## src/hdl/csq_pkg.sv

```systemverilog
// Shared types for the complex square root core.
// No dependencies.
package csq_pkg;

  // Sign flags of one item, carried from the front end to the back end.
  typedef struct packed {
    logic re_neg;
    logic im_neg;
  } csq_sign_t;

endpackage

```

## src/hdl/csq_front.sv

```systemverilog
// Front end: unpacks an input item into magnitudes and sign flags.
// Depends on csq_pkg.
module csq_front #(
  parameter int DATA_WIDTH = 32,
  parameter int TDATA_W    = 64
) (
  input  logic [TDATA_W-1:0]    tdata_i,
  output logic [DATA_WIDTH-1:0] re_mag_o,
  output logic [DATA_WIDTH-1:0] im_mag_o,
  output csq_pkg::csq_sign_t    sign_o
);
  import csq_pkg::*;

  logic [DATA_WIDTH-1:0] re_raw;
  logic [DATA_WIDTH-1:0] im_raw;

  assign re_raw = tdata_i[DATA_WIDTH-1:0];
  assign im_raw = tdata_i[2*DATA_WIDTH-1:DATA_WIDTH];

  assign sign_o.re_neg = re_raw[DATA_WIDTH-1];
  assign sign_o.im_neg = im_raw[DATA_WIDTH-1];

  // Most negative code maps to 2^(W-1), which still fits unsigned.
  assign re_mag_o = re_raw[DATA_WIDTH-1] ? (~re_raw + 1'b1) : re_raw;
  assign im_mag_o = im_raw[DATA_WIDTH-1] ? (~im_raw + 1'b1) : im_raw;

endmodule

```

## src/hdl/csq_fifo.sv

```systemverilog
// Small register queue between front end and back end.
// No dependencies.
module csq_fifo #(
  parameter int WIDTH = 8,
  parameter int DEPTH = 4
) (
  input  logic             clk_i,
  input  logic             rst_ni,
  input  logic             push_i,
  input  logic [WIDTH-1:0] data_i,
  output logic             full_o,
  input  logic             pop_i,
  output logic             valid_o,
  output logic [WIDTH-1:0] data_o
);
  localparam int PW = (DEPTH > 1) ? $clog2(DEPTH) : 1;
  localparam int CW = $clog2(DEPTH + 1);

  logic [WIDTH-1:0] mem_q [DEPTH];
  logic [PW-1:0]    wr_q, wr_d, rd_q, rd_d;
  logic [CW-1:0]    cnt_q, cnt_d;
  logic             do_push, do_pop;

  assign full_o  = (cnt_q == CW'(DEPTH));
  assign valid_o = (cnt_q != '0);
  assign data_o  = mem_q[rd_q];
  assign do_push = push_i && !full_o;
  assign do_pop  = pop_i && valid_o;

  always_comb begin
    wr_d  = wr_q;
    rd_d  = rd_q;
    cnt_d = cnt_q;
    if (do_push) begin
      wr_d = (wr_q == PW'(DEPTH - 1)) ? '0 : wr_q + 1'b1;
    end
    if (do_pop) begin
      rd_d = (rd_q == PW'(DEPTH - 1)) ? '0 : rd_q + 1'b1;
    end
    if (do_push && !do_pop) begin
      cnt_d = cnt_q + 1'b1;
    end else if (do_pop && !do_push) begin
      cnt_d = cnt_q - 1'b1;
    end
  end

  always_ff @(posedge clk_i or negedge rst_ni) begin
    if (!rst_ni) begin
      wr_q  <= '0;
      rd_q  <= '0;
      cnt_q <= '0;
    end else begin
      wr_q  <= wr_d;
      rd_q  <= rd_d;
      cnt_q <= cnt_d;
    end
  end

  always_ff @(posedge clk_i) begin
    if (do_push) begin
      mem_q[wr_q] <= data_i;
    end
  end

endmodule

```

## src/hdl/csq_back.sv

```systemverilog
// Back end: sequencer over one shift-add squarer, one digit-serial root
// unit and one restoring divider, with a registered result. Depends on csq_pkg.
module csq_back #(
  parameter int DATA_WIDTH = 32,
  parameter int FRAC_BITS  = 16
) (
  input  logic                    clk_i,
  input  logic                    rst_ni,
  input  logic                    in_valid_i,
  output logic                    in_pop_o,
  input  logic [DATA_WIDTH-1:0]   re_mag_i,
  input  logic [DATA_WIDTH-1:0]   im_mag_i,
  input  csq_pkg::csq_sign_t      sign_i,
  output logic                    out_valid_o,
  input  logic                    out_ready_i,
  output logic [DATA_WIDTH-2:0]   re_out_o,
  output logic [DATA_WIDTH-1:0]   im_out_o
);
  import csq_pkg::*;

  localparam int W   = DATA_WIDTH;
  localparam int F   = FRAC_BITS;
  localparam int SW  = W + 1 + F;
  localparam int RW0 = (2 * W > SW) ? 2 * W : SW;
  localparam int RW  = RW0 + (RW0 % 2);
  localparam int RB  = RW / 2;
  localparam int MW  = RB + 3;
  localparam int NW  = W + F;
  localparam int CW  = $clog2(NW + 1);
  localparam int XW  = NW + RB;

  localparam logic [2:0] ST_IDLE = 3'd0;
  localparam logic [2:0] ST_SQR  = 3'd1;
  localparam logic [2:0] ST_RT1  = 3'd2;
  localparam logic [2:0] ST_RT2  = 3'd3;
  localparam logic [2:0] ST_DIV  = 3'd4;
  localparam logic [2:0] ST_OUT  = 3'd5;

  logic [2:0]    st_q, st_d;
  logic [CW-1:0] cnt_q, cnt_d;
  logic [W-1:0]  a_q, a_d, b_q, b_d, sa_q, sa_d, sb_q, sb_d;
  csq_sign_t     sg_q, sg_d;
  logic [RW-1:0] rad_q, rad_d;
  logic [MW-1:0] rem_q, rem_d;
  logic [RB-1:0] root_q, root_d;
  logic [NW-1:0] num_q, num_d, quo_q, quo_d;
  logic          zero_q, zero_d;

  // Root step
  logic [MW-1:0] rt_rem, rt_trial;
  logic          rt_ge;
  logic [RB-1:0] rt_root;
  // Divide step
  logic [MW-1:0] dv_rem, dv_div;
  // Square step
  logic [RW-1:0] sq_sum;
  // Half of (magnitude + |re|) scaled
  logic [W:0]    hsum;
  logic [SW-1:0] n2;
  // Result saturation
  logic [XW-1:0] r_ext, q_ext, pos_ext;
  logic [W-2:0]  r_sat, q_sat, mag_out, sgn_out;
  // Result register
  logic          load;
  logic          out_v_q, out_v_d;
  logic [W-2:0]  re_cmb, re_q, re_d;
  logic [W-1:0]  im_cmb, im_q, im_d;

  assign sq_sum = (rad_q << 1) + (sa_q[W-1] ? RW'(a_q) : '0)
                               + (sb_q[W-1] ? RW'(b_q) : '0);
  assign rt_rem   = (rem_q << 2) | MW'(rad_q[RW-1:RW-2]);
  assign rt_trial = (MW'(root_q) << 2) | MW'(1);
  assign rt_ge    = (rt_rem >= rt_trial);
  assign rt_root  = {root_q[RB-2:0], rt_ge};
  assign dv_rem   = (rem_q << 1) | MW'(num_q[NW-1]);
  assign dv_div   = MW'(root_q) << 1;
  // Built from the root including its final digit, so the last RT1 step
  // sees the full magnitude.
  assign hsum     = {1'b0, rt_root[W-1:0]} + {1'b0, a_q};
  assign n2       = (SW'(hsum) << F) >> 1;

  always_comb begin
    st_d   = st_q;
    cnt_d  = cnt_q;
    a_d    = a_q;
    b_d    = b_q;
    sa_d   = sa_q;
    sb_d   = sb_q;
    sg_d   = sg_q;
    rad_d  = rad_q;
    rem_d  = rem_q;
    root_d = root_q;
    num_d  = num_q;
    quo_d  = quo_q;
    zero_d = zero_q;
    in_pop_o = 1'b0;
    unique case (st_q)
      ST_IDLE: begin
        if (in_valid_i) begin
          in_pop_o = 1'b1;
          a_d   = re_mag_i;
          b_d   = im_mag_i;
          sa_d  = re_mag_i;
          sb_d  = im_mag_i;
          sg_d  = sign_i;
          rad_d = '0;
          cnt_d = CW'(W - 1);
          st_d  = ST_SQR;
        end
      end
      ST_SQR: begin
        rad_d = sq_sum;
        sa_d  = sa_q << 1;
        sb_d  = sb_q << 1;
        cnt_d = cnt_q - 1'b1;
        if (cnt_q == '0) begin
          rem_d  = '0;
          root_d = '0;
          cnt_d  = CW'(RB - 1);
          st_d   = ST_RT1;
        end
      end
      ST_RT1, ST_RT2: begin
        rad_d = rad_q << 2;
        cnt_d = cnt_q - 1'b1;
        if (rt_ge) begin
          rem_d  = rt_rem - rt_trial;
        end else begin
          rem_d  = rt_rem;
        end
        root_d = rt_root;
        if (cnt_q == '0) begin
          if (st_q == ST_RT1) begin
            // rt_root holds the magnitude; set up r = sqrt(half sum)
            root_d = '0;
            rem_d  = '0;
            rad_d  = RW'(n2);
            cnt_d  = CW'(RB - 1);
            a_d    = a_q;
            st_d   = ST_RT2;
          end else if (root_d == '0) begin
            zero_d = 1'b1;
            st_d   = ST_OUT;
          end else begin
            zero_d = 1'b0;
            rem_d  = '0;
            num_d  = NW'(b_q) << F;
            quo_d  = '0;
            cnt_d  = CW'(NW - 1);
            st_d   = ST_DIV;
          end
        end
      end
      ST_DIV: begin
        num_d = num_q << 1;
        cnt_d = cnt_q - 1'b1;
        if (dv_rem >= dv_div) begin
          rem_d = dv_rem - dv_div;
          quo_d = {quo_q[NW-2:0], 1'b1};
        end else begin
          rem_d = dv_rem;
          quo_d = {quo_q[NW-2:0], 1'b0};
        end
        if (cnt_q == '0) begin
          st_d = ST_OUT;
        end
      end
      ST_OUT: begin
        // Hand the result to the output register once it is free.
        if (!out_v_q || out_ready_i) begin
          st_d = ST_IDLE;
        end
      end
      default: begin
        st_d = ST_IDLE;
      end
    endcase
  end

  always_ff @(posedge clk_i or negedge rst_ni) begin
    if (!rst_ni) begin
      st_q    <= ST_IDLE;
      out_v_q <= 1'b0;
    end else begin
      st_q    <= st_d;
      out_v_q <= out_v_d;
    end
  end

  always_ff @(posedge clk_i) begin
    cnt_q  <= cnt_d;
    a_q    <= a_d;
    b_q    <= b_d;
    sa_q   <= sa_d;
    sb_q   <= sb_d;
    sg_q   <= sg_d;
    rad_q  <= rad_d;
    rem_q  <= rem_d;
    root_q <= root_d;
    num_q  <= num_d;
    quo_q  <= quo_d;
    zero_q <= zero_d;
    re_q   <= re_d;
    im_q   <= im_d;
  end

  assign pos_ext = XW'({(W-1){1'b1}});
  assign r_ext   = XW'(root_q);
  assign q_ext   = XW'(quo_q);
  assign r_sat   = (r_ext > pos_ext) ? {(W-1){1'b1}} : root_q[W-2:0];
  assign q_sat   = (q_ext > pos_ext) ? {(W-1){1'b1}} : quo_q[W-2:0];
  assign mag_out = sg_q.re_neg ? q_sat : r_sat;
  assign sgn_out = sg_q.re_neg ? r_sat : q_sat;

  assign re_cmb  = zero_q ? '0 : mag_out;
  assign im_cmb  = zero_q ? '0 :
                   (sg_q.im_neg ? (~{1'b0, sgn_out} + 1'b1) : {1'b0, sgn_out});

  assign load = (st_q == ST_OUT) && (!out_v_q || out_ready_i);

  always_comb begin
    out_v_d = out_v_q;
    re_d    = re_q;
    im_d    = im_q;
    if (load) begin
      out_v_d = 1'b1;
      re_d    = re_cmb;
      im_d    = im_cmb;
    end else if (out_ready_i) begin
      out_v_d = 1'b0;
    end
  end

  assign out_valid_o = out_v_q;
  assign re_out_o    = re_q;
  assign im_out_o    = im_q;

endmodule

```

## src/hdl/complex_square_root_core.sv

```systemverilog
// Top level of the complex principal square root core.
// Depends on csq_pkg, csq_front, csq_fifo and csq_back.
//
//  Channel   Dir  Handshake                  Payload
//  s_axis    in   s_axis_tvalid/tready_o     tdata: re_in, im_in
//  m_axis    out  m_axis_tvalid_o/tready     tdata: re_out, im_out, zero pad
//
// Sequence: the back end takes one item at a time through W squaring steps,
// two roots of RB = ceil(max(2W, W+1+F)/2) digits each and W+F divide steps
// on the shared bit-serial datapath, and takes no new item until the result
// is handed to the output register. When the root is zero the divide is
// skipped. Input is taken every cycle while the four-entry queue has room.
// Reset clears the queue, the sequencer and the result valid. A stalled
// output holds the result register; the back end finishes the next item and
// waits, and the queue keeps taking items.
module complex_square_root_core #(
  parameter int DATA_WIDTH = 32,
  parameter int FRAC_BITS  = 16
) (
  input  logic                                   clk_i,
  input  logic                                   rst_ni,
  input  logic                                   s_axis_tvalid_i,
  output logic                                   s_axis_tready_o,
  // re_in [W-1:0], im_in [2W-1:W], zero pad
  input  logic [((2*DATA_WIDTH+7)/8)*8-1:0]      s_axis_tdata_i,
  output logic                                   m_axis_tvalid_o,
  input  logic                                   m_axis_tready_i,
  // re_out [W-2:0], im_out [2W-2:W-1], zero pad
  output logic [((2*DATA_WIDTH-1+7)/8)*8-1:0]    m_axis_tdata_o
);
  import csq_pkg::*;

  localparam int W     = DATA_WIDTH;
  localparam int ITW   = ((2 * W + 7) / 8) * 8;
  localparam int OTW   = ((2 * W - 1 + 7) / 8) * 8;
  localparam int QW    = 2 * W + 2;
  localparam int DEPTH = 4;

  logic [W-1:0] f_re, f_im, b_re, b_im;
  csq_sign_t    f_sg, b_sg;
  logic [QW-1:0] q_in, q_out;
  logic          q_full, q_valid, q_pop;
  logic [W-2:0]  re_out;
  logic [W-1:0]  im_out;

  // Classify the incoming item: magnitudes and signs.
  csq_front #(.DATA_WIDTH(W), .TDATA_W(ITW)) u_front (
    .tdata_i  (s_axis_tdata_i),
    .re_mag_o (f_re),
    .im_mag_o (f_im),
    .sign_o   (f_sg)
  );

  assign q_in            = {f_sg, f_im, f_re};
  assign s_axis_tready_o = !q_full;

  // Hold classified items until the back end is free.
  csq_fifo #(.WIDTH(QW), .DEPTH(DEPTH)) u_fifo (
    .clk_i   (clk_i),
    .rst_ni  (rst_ni),
    .push_i  (s_axis_tvalid_i),
    .data_i  (q_in),
    .full_o  (q_full),
    .pop_i   (q_pop),
    .valid_o (q_valid),
    .data_o  (q_out)
  );

  assign b_re = q_out[W-1:0];
  assign b_im = q_out[2*W-1:W];
  assign b_sg = q_out[QW-1:2*W];

  csq_back #(.DATA_WIDTH(W), .FRAC_BITS(FRAC_BITS)) u_back (
    .clk_i       (clk_i),
    .rst_ni      (rst_ni),
    .in_valid_i  (q_valid),
    .in_pop_o    (q_pop),
    .re_mag_i    (b_re),
    .im_mag_i    (b_im),
    .sign_i      (b_sg),
    .out_valid_o (m_axis_tvalid_o),
    .out_ready_i (m_axis_tready_i),
    .re_out_o    (re_out),
    .im_out_o    (im_out)
  );

  assign m_axis_tdata_o = OTW'({im_out, re_out});

endmodule
```

## config.mk

```make
export PLATFORM = sky130hd
export DESIGN_NAME = complex_square_root_core
export DESIGN_NICKNAME = d
export VERILOG_FILES = /design/src/hdl/csq_pkg.sv /design/src/hdl/csq_front.sv /design/src/hdl/csq_fifo.sv /design/src/hdl/csq_back.sv /design/src/hdl/complex_square_root_core.sv
export SDC_FILE = /design/constraint.sdc
export NUM_CORES = 1
export LEC_CHECK = 0
export ABC_AREA = 1
export BUFFER_PORTS_ARGS = -buffer_cell sky130_fd_sc_hd__buf_2
export CAP_MARGIN = 15
export CORE_MARGIN = 3
export CORE_UTILIZATION = 45
export CTS_BUF_LIST = sky130_fd_sc_hd__clkbuf_8 sky130_fd_sc_hd__clkbuf_16
export DETAILED_ROUTE_END_ITERATION = 10
export MAX_ROUTING_LAYER = met4
export PLACE_DENSITY = 0.72
export SLEW_MARGIN = 20
export SYNTH_ARGS = -nofsm -noshare
export SYNTH_HDL_FRONTEND = slang
export SYNTH_SLANG_ARGS = --single-unit
```

## constraint.sdc

```tcl
create_clock -name clk_i -period 7.25 [get_ports clk_i]
set_input_delay 1.0875 -clock clk_i [delete_from_list [all_inputs] [get_ports clk_i]]
set_output_delay 1.0875 -clock clk_i [all_outputs]
set_load 0.005 [all_outputs]
```

==> flow_summary.ini, run 1 <==
[run_status]
outcome = finished clean

[cells_and_area]
multiInputGateArea_um2 = 16400
ff_latch_area_um2 = 20500
fin_nets = 4838
area_growth_pct = 11.3
num-fill-cells = 7985
drive_above_1_share_pct = 7.96
stdcell_count = 5840
fin_area_um2 = 44000
postLayoutCoreUtil_pct = 50.6

[drt]
wirelength_um = 114000
dr.pass1.iters = 9
avgRoutedWirePerCell_um = 19.5
ant_nets = 0
vias = 32430
drt_iter0_markers = 3474
drc = 0
routed_via_density = 5.55

[cts]
cts.htree.levels = 3
cts_setup_buffers = 0
ctsHoldBuffers = 0
clock-root-buffer = clkbuf_16
clkTransAtPathRegs_ns = 0.06
clock_sinks = 685
numCtsBuffers = 76
clockBufferDepth = 3
insertion_delay_ns = 0.66
post_cts_resized = 0
tritoncts = built

[critical_path]
endpoint_kind = flip-flop
worst-r2r-setup-slack_ns = 2.51
crit_path_start_kind = flip-flop
crit_type = reg2reg
max_stage_delay_ns = 0.50
cp_slowest_cell = edfxtp_1
critPathMaxFanout = 6
path_common_cell = nand2_1
critical_path_arrival_ns = 5.14
worst-endpoint-required_ns = 7.66

[floorplan]
die_h_um = 302
initial_core_util_pct = 45.5
ioPinCount = 134
fp.dieW_um = 302
core_area_um2 = 86900
die_area_um2 = 91400
rows = 108

[place]
post-place-ws_ns = 2.60
placedInstanceArea_um2 = 41300
dp_hpwl_um = 82900
place.gp.congestion = 0.980
placed_cells = 5700
port_buffers = 132

[global_routing]
grt_pass1_vias = 30467
antenna_found_initial = 0
overflow = 0
grt_max_degree = 95
grt_pass1_wl_um = 176000
grtUsageTotal_pct = 25.4

[worst_hold_path]
hold_class = in2async

[synth]
synth_top_area_share_pct = 51.2
yosys_warnings = 0
ys_seq_area_share_pct = 51.9
synth.distinct_cells = 56
yosys.area.top_type = edfxtp_1
synth.avg_cell_area_um2 = 8.71
syn_area_um2 = 39500
async_reset_ff_share_pct = 1.61
syn_inst = 4537
synth_edf_count = 674
synth_common_cells = nand2_1, edfxtp_1, nor2_1
synth_area_leaders = edfxtp_1, nand2_1, nor2_1, o21ai_0, inv_1
synth_most_common_cell = nand2_1
synth_nets = 4751
ys_ff_latch = 685
ys.flop_type = edfxtp_1

[timing]
finalCritPeriodShare_pct = 65.3
fmax_ghz = 0.211
worstMarginPinSlew_ns = 1.05
rsz0062_at_grt = false
finalHoldViolCount = 0
holdWs_ns = 0.413
fin_skew_ns = 0.0578
finalSetupTns_ns = 0
setup_viol = 0
fin_crit_ns = 4.74
slew_headroom_pct = 30.0
fin_ws_ns = 2.51
drv_slew = 0

[power_and_ir_drop]
power_density_nw_per_um2 = 526
ir_drop_mv = 0.273
leakagePower_nw = 17.8
finalPower_mw = 23.1

[flow_run]
drv_cap = 0
-- worst paths after layout --
kind,from,to,depth (start not counted)
setup / recovery,u_back.root_q[7],u_back.rad_q[46],28
hold / removal,rst_ni,u_fifo.wr_q[0],1
setup reg to reg,u_back.root_q[7],u_back.rad_q[46],28
hold reg to reg,u_back.sa_q[18],u_back.sa_q[19],2
max in group asynchronous,rst_ni,u_fifo.rd_q[0],1
min in group clk_i,u_back.sa_q[18],u_back.sa_q[19],2
-- final cells by class --
type / count / share of cell area, %
sequential: 685 / 46.7
timing repair buffer: 165 / 2.11
antenna: 1 / 0.00569
tap: 1155 / 3.29
inverter: 544 / 4.66
clock buffer: 78 / 4.39
multi-input combinational: 3152 / 37.2
clock inverter: 60 / 1.66
-- cells by family (layout without fill, tap and decap cells) --
kind of cell | Yosys count | in the layout | share of synthesized area (%)
and+or+nand+nor | 1989 | 1989 | 20.7
AOI/OAI and AO/OA | 880 | 880 | 12.2
buffers and inverters | 700 | 847 | 6.85
DFF | 685 | 685 | 51.9
adders and majority gates | 146 | 146 | 5.29
xor gates and xnor gates | 136 | 136 | 3.01
other | 1 | 2 | 0.00949
-- power by group --
group          switching, mW  internal (mW)  leakage (nW)
Sequential             0.866           6.37          6.58
Combinational           8.38           3.44          9.89
Clock                   1.71           2.34          1.31
Total                   11.0           12.1          17.8
-- placed cells by master, fill, tap and decap left out, drive strengths merged, types with 35 or more instances in the layout --
cell type | synthesis | final
inv | 543 | 552
nand3 | 160 | 160
nor3 | 102 | 102
a21oi | 243 | 243
nand2 | 1032 | 1032
o22ai | 75 | 75
buf | 42 | 165
nor2 | 610 | 610
clkbuf | 114 | 78
clkinv | 1 | 36
edfxtp | 674 | 674
ha | 111 | 111
o21ai | 439 | 439
xor2 | 83 | 83
fa | 35 | 35
xnor2 | 53 | 53
-- flip-flops by register name, summed over array words and instances (netlist names), 3 cells and up --
name / count
u_back.quo_q: 48
u_back.b_q: 32
u_back.re_out_o: 31
u_back.rem_q: 34
u_fifo.mem_q: 264
u_back.sa_q: 32
u_back.st_q: 3
u_back.im_out_o: 32
u_back.a_q: 32
u_back.root_q: 32
u_back.sb_q: 32
u_back.cnt_q: 6
u_back.num_q: 32
u_fifo.cnt_q: 3
u_back.rad_q: 64
-- metal layers --
layer	GRT usage (%)	wire [um]
met1	35.7	50700
met2	39.0	51400
met3	2.91	8510
met4	7.78	3570
met5	-	0
-- worst max-delay path, delay by kind of cell, from the launching register on --
kind / cells / cell delay (ns)
buffers and inverters: 4 / 0.34
adder cells (fa/ha/maj): 2 / 0.57
AO/OA/AOI/OAI: 3 / 1.19
AND/OR/NAND/NOR: 19 / 1.89
flip-flops: 1 / 0.50
No activity file was read; power rests on OpenSTA's default activity.
==> inputs of run 2 (changes only) <==
clock period = 4.77 ns   (was 7.25 ns; I/O delays follow)
==> run 2 against run 1 <==
  * Fmax up 7.2%
  * Via count is 0.21% lower
  * Count of clock-buffer cells in the layout decreased by 2
  * Final cell count increased by 0.19%
  * Clock power rose by 43%
  * Register-to-register slack lost 2.2 ns
  * First-iteration DRC count decreased by 11%
  * Non-clock buffer count rose by 13
  * Critical endpoint is now u_back.rad_q[33]
  * Highest routed layer unchanged
==> flow_summary.ini, run 2 (synthesis results as in run 1) <==
[run_status]
outcome = finished clean

[drt]
dr.pass1.iters = 7
drt_iter0_markers = 3089
avgRoutedWirePerCell_um = 19.6
drc = 0
wirelength_um = 114000
vias = 32363
routed_via_density = 5.53
ant_nets = 0

[cts]
cts.htree.levels = 3
tritoncts = built
numCtsBuffers = 75
clock_sinks = 685
clockBufferDepth = 3
clock-root-buffer = clkbuf_16
insertion_delay_ns = 0.66
cts_setup_buffers = 0
clkTransAtPathRegs_ns = 0.06

[power_and_ir_drop]
finalPower_mw = 34.9
power_density_nw_per_um2 = 796
ir_drop_mv = 0.419
leakagePower_nw = 17.8

[floorplan]
core_area_um2 = 86900
ioPinCount = 134
rows = 108
die_h_um = 302
die_area_um2 = 91400
initial_core_util_pct = 45.5
fp.dieW_um = 302

[global_routing]
grt_pass1_wl_um = 176000
overflow = 0
grt_pass1_vias = 30431
grtUsageTotal_pct = 25.6
grt_max_degree = 89
antenna_found_initial = 2

[critical_path]
cp_slowest_cell = edfxtp_1
endpoint_kind = flip-flop
max_stage_delay_ns = 0.42
r2r-end = u_back.rad_q[33]
worst-r2r-setup-slack_ns = 0.35
worst-endpoint-required_ns = 5.12
rr_startpoint = u_back.root_q[24]
crit_path_start_kind = flip-flop
critical_path_arrival_ns = 4.77
crit_type = reg2reg
critPathMaxFanout = 6
critical-path-top-delay-family = compound AO/OA/AOI/OAI gates
path_buf_inv = 6
rr_worst_depth = 25

[timing]
finalSetupTns_ns = 0
finalCritPeriodShare_pct = 92.6
setup_viol = 0
worstMarginPinSlew_ns = 1.05
rsz0062_at_grt = true
finalHoldViolCount = 0
fin_crit_ns = 4.42
fmax_ghz = 0.226
fin_skew_ns = 0.0402
slew_headroom_pct = 29.9
drv_slew = 0

[cells_and_area]
postLayoutCoreUtil_pct = 50.5
largest-register = u_fifo.mem_q
top_regs = u_fifo.mem_q x264, u_back.rad_q x64, u_back.quo_q x48
area_growth_pct = 11.0
final_common_cell = nand2_1
largest_reg_flops = 264
mostFrequentLayoutCells = nand2_1, edfxtp_1, nor2_1
fin_area_um2 = 43900
drive_above_1_share_pct = 8.20
fin_nets = 4850

[place]
place.gp.congestion = 1.02
placedInstanceArea_um2 = 41400
dp_hpwl_um = 85200
port_buffers = 132

[flow_run]
drv_cap = 0

[worst_hold_path]
hold_class = in2async
## run 2: power by group
part | total (mW) | internal, mW | leakage, nW | switching, mW
clock | 5.79 | 3.23 | 1.22 | 2.56
sequential | 10.8 | 9.67 | 6.58 | 1.17
combinational | 18.3 | 5.33 | 9.95 | 13.0
total | 34.9 | 18.2 | 17.8 | 16.7
## run 2: final cells by class
class / count / area, um^2
clock buffers: 76 / 1890
inverters: 544 / 2050
repair buffers: 178 / 1010
multi-input cells: 3152 / 16400
diodes: 2 / 5.00
fillers: 8097 / 43000
well taps: 1155 / 1450
flip-flops and latches: 685 / 20500
clock inverters: 59 / 591
## run 2: per-layer routing
| metal | wire length, um | share of wire [%] | GRT usage (%) | vias to the layer above |
|---|---|---|---|---|
| met3 | 8530 | 7.5 | 3.62 | 206 |
| li1 | - | - | - | 15469 |
| met4 | 4120 | 3.6 | 8.87 | 0 |
| met2 | 52500 | 46 | 39.8 | 1280 |
| met5 | 0 | 0 | - | - |
| met1 | 49400 | 43 | 34.6 | 15408 |
## run 2: worst max-delay path by stage
stage / startpoint / endpoint / slack [ns] / cells after the start
after CTS: u_back.root_q[5] / u_back.rad_q[45] / 0.36 / 27
after detailed placement: u_back.root_q[5] / u_back.rad_q[45] / 0.41 / 27
after floorplan: u_back.st_q[0] / u_back.sa_q[0] / 0.22 / 5
after global routing: u_back.root_q[24] / u_back.rad_q[33] / -0.02 / 25
final: u_back.root_q[24] / u_back.rad_q[33] / 0.35 / 25
after global placement: u_back.root_q[24] / u_back.rad_q[45] / 0.50 / 25
## run 2: timing repair
| action | 4_1_cts | 5_1_grt |
|---|---|---|
| gates resized for setup | 0 | 5 |
| setup endpoints to repair | 0 | 5 |
| hold buffers | 0 | 0 |
## run 2: stage by stage
| stage | setup WS [ns] | std cells | hold slack [ns] |
|---|---|---|---|
| finish | 0.351 | 5851 | 0.0431 |
| global route | -0.0210 | 5851 | 0.0350 |
| CTS | 0.364 | 5849 | 0.0143 |
| detailed placement | 0.406 | 5714 | 0.506 |
| global placement | 0.502 | 5714 | 0.496 |
| floorplan | 0.223 | 4537 | 0.420 |
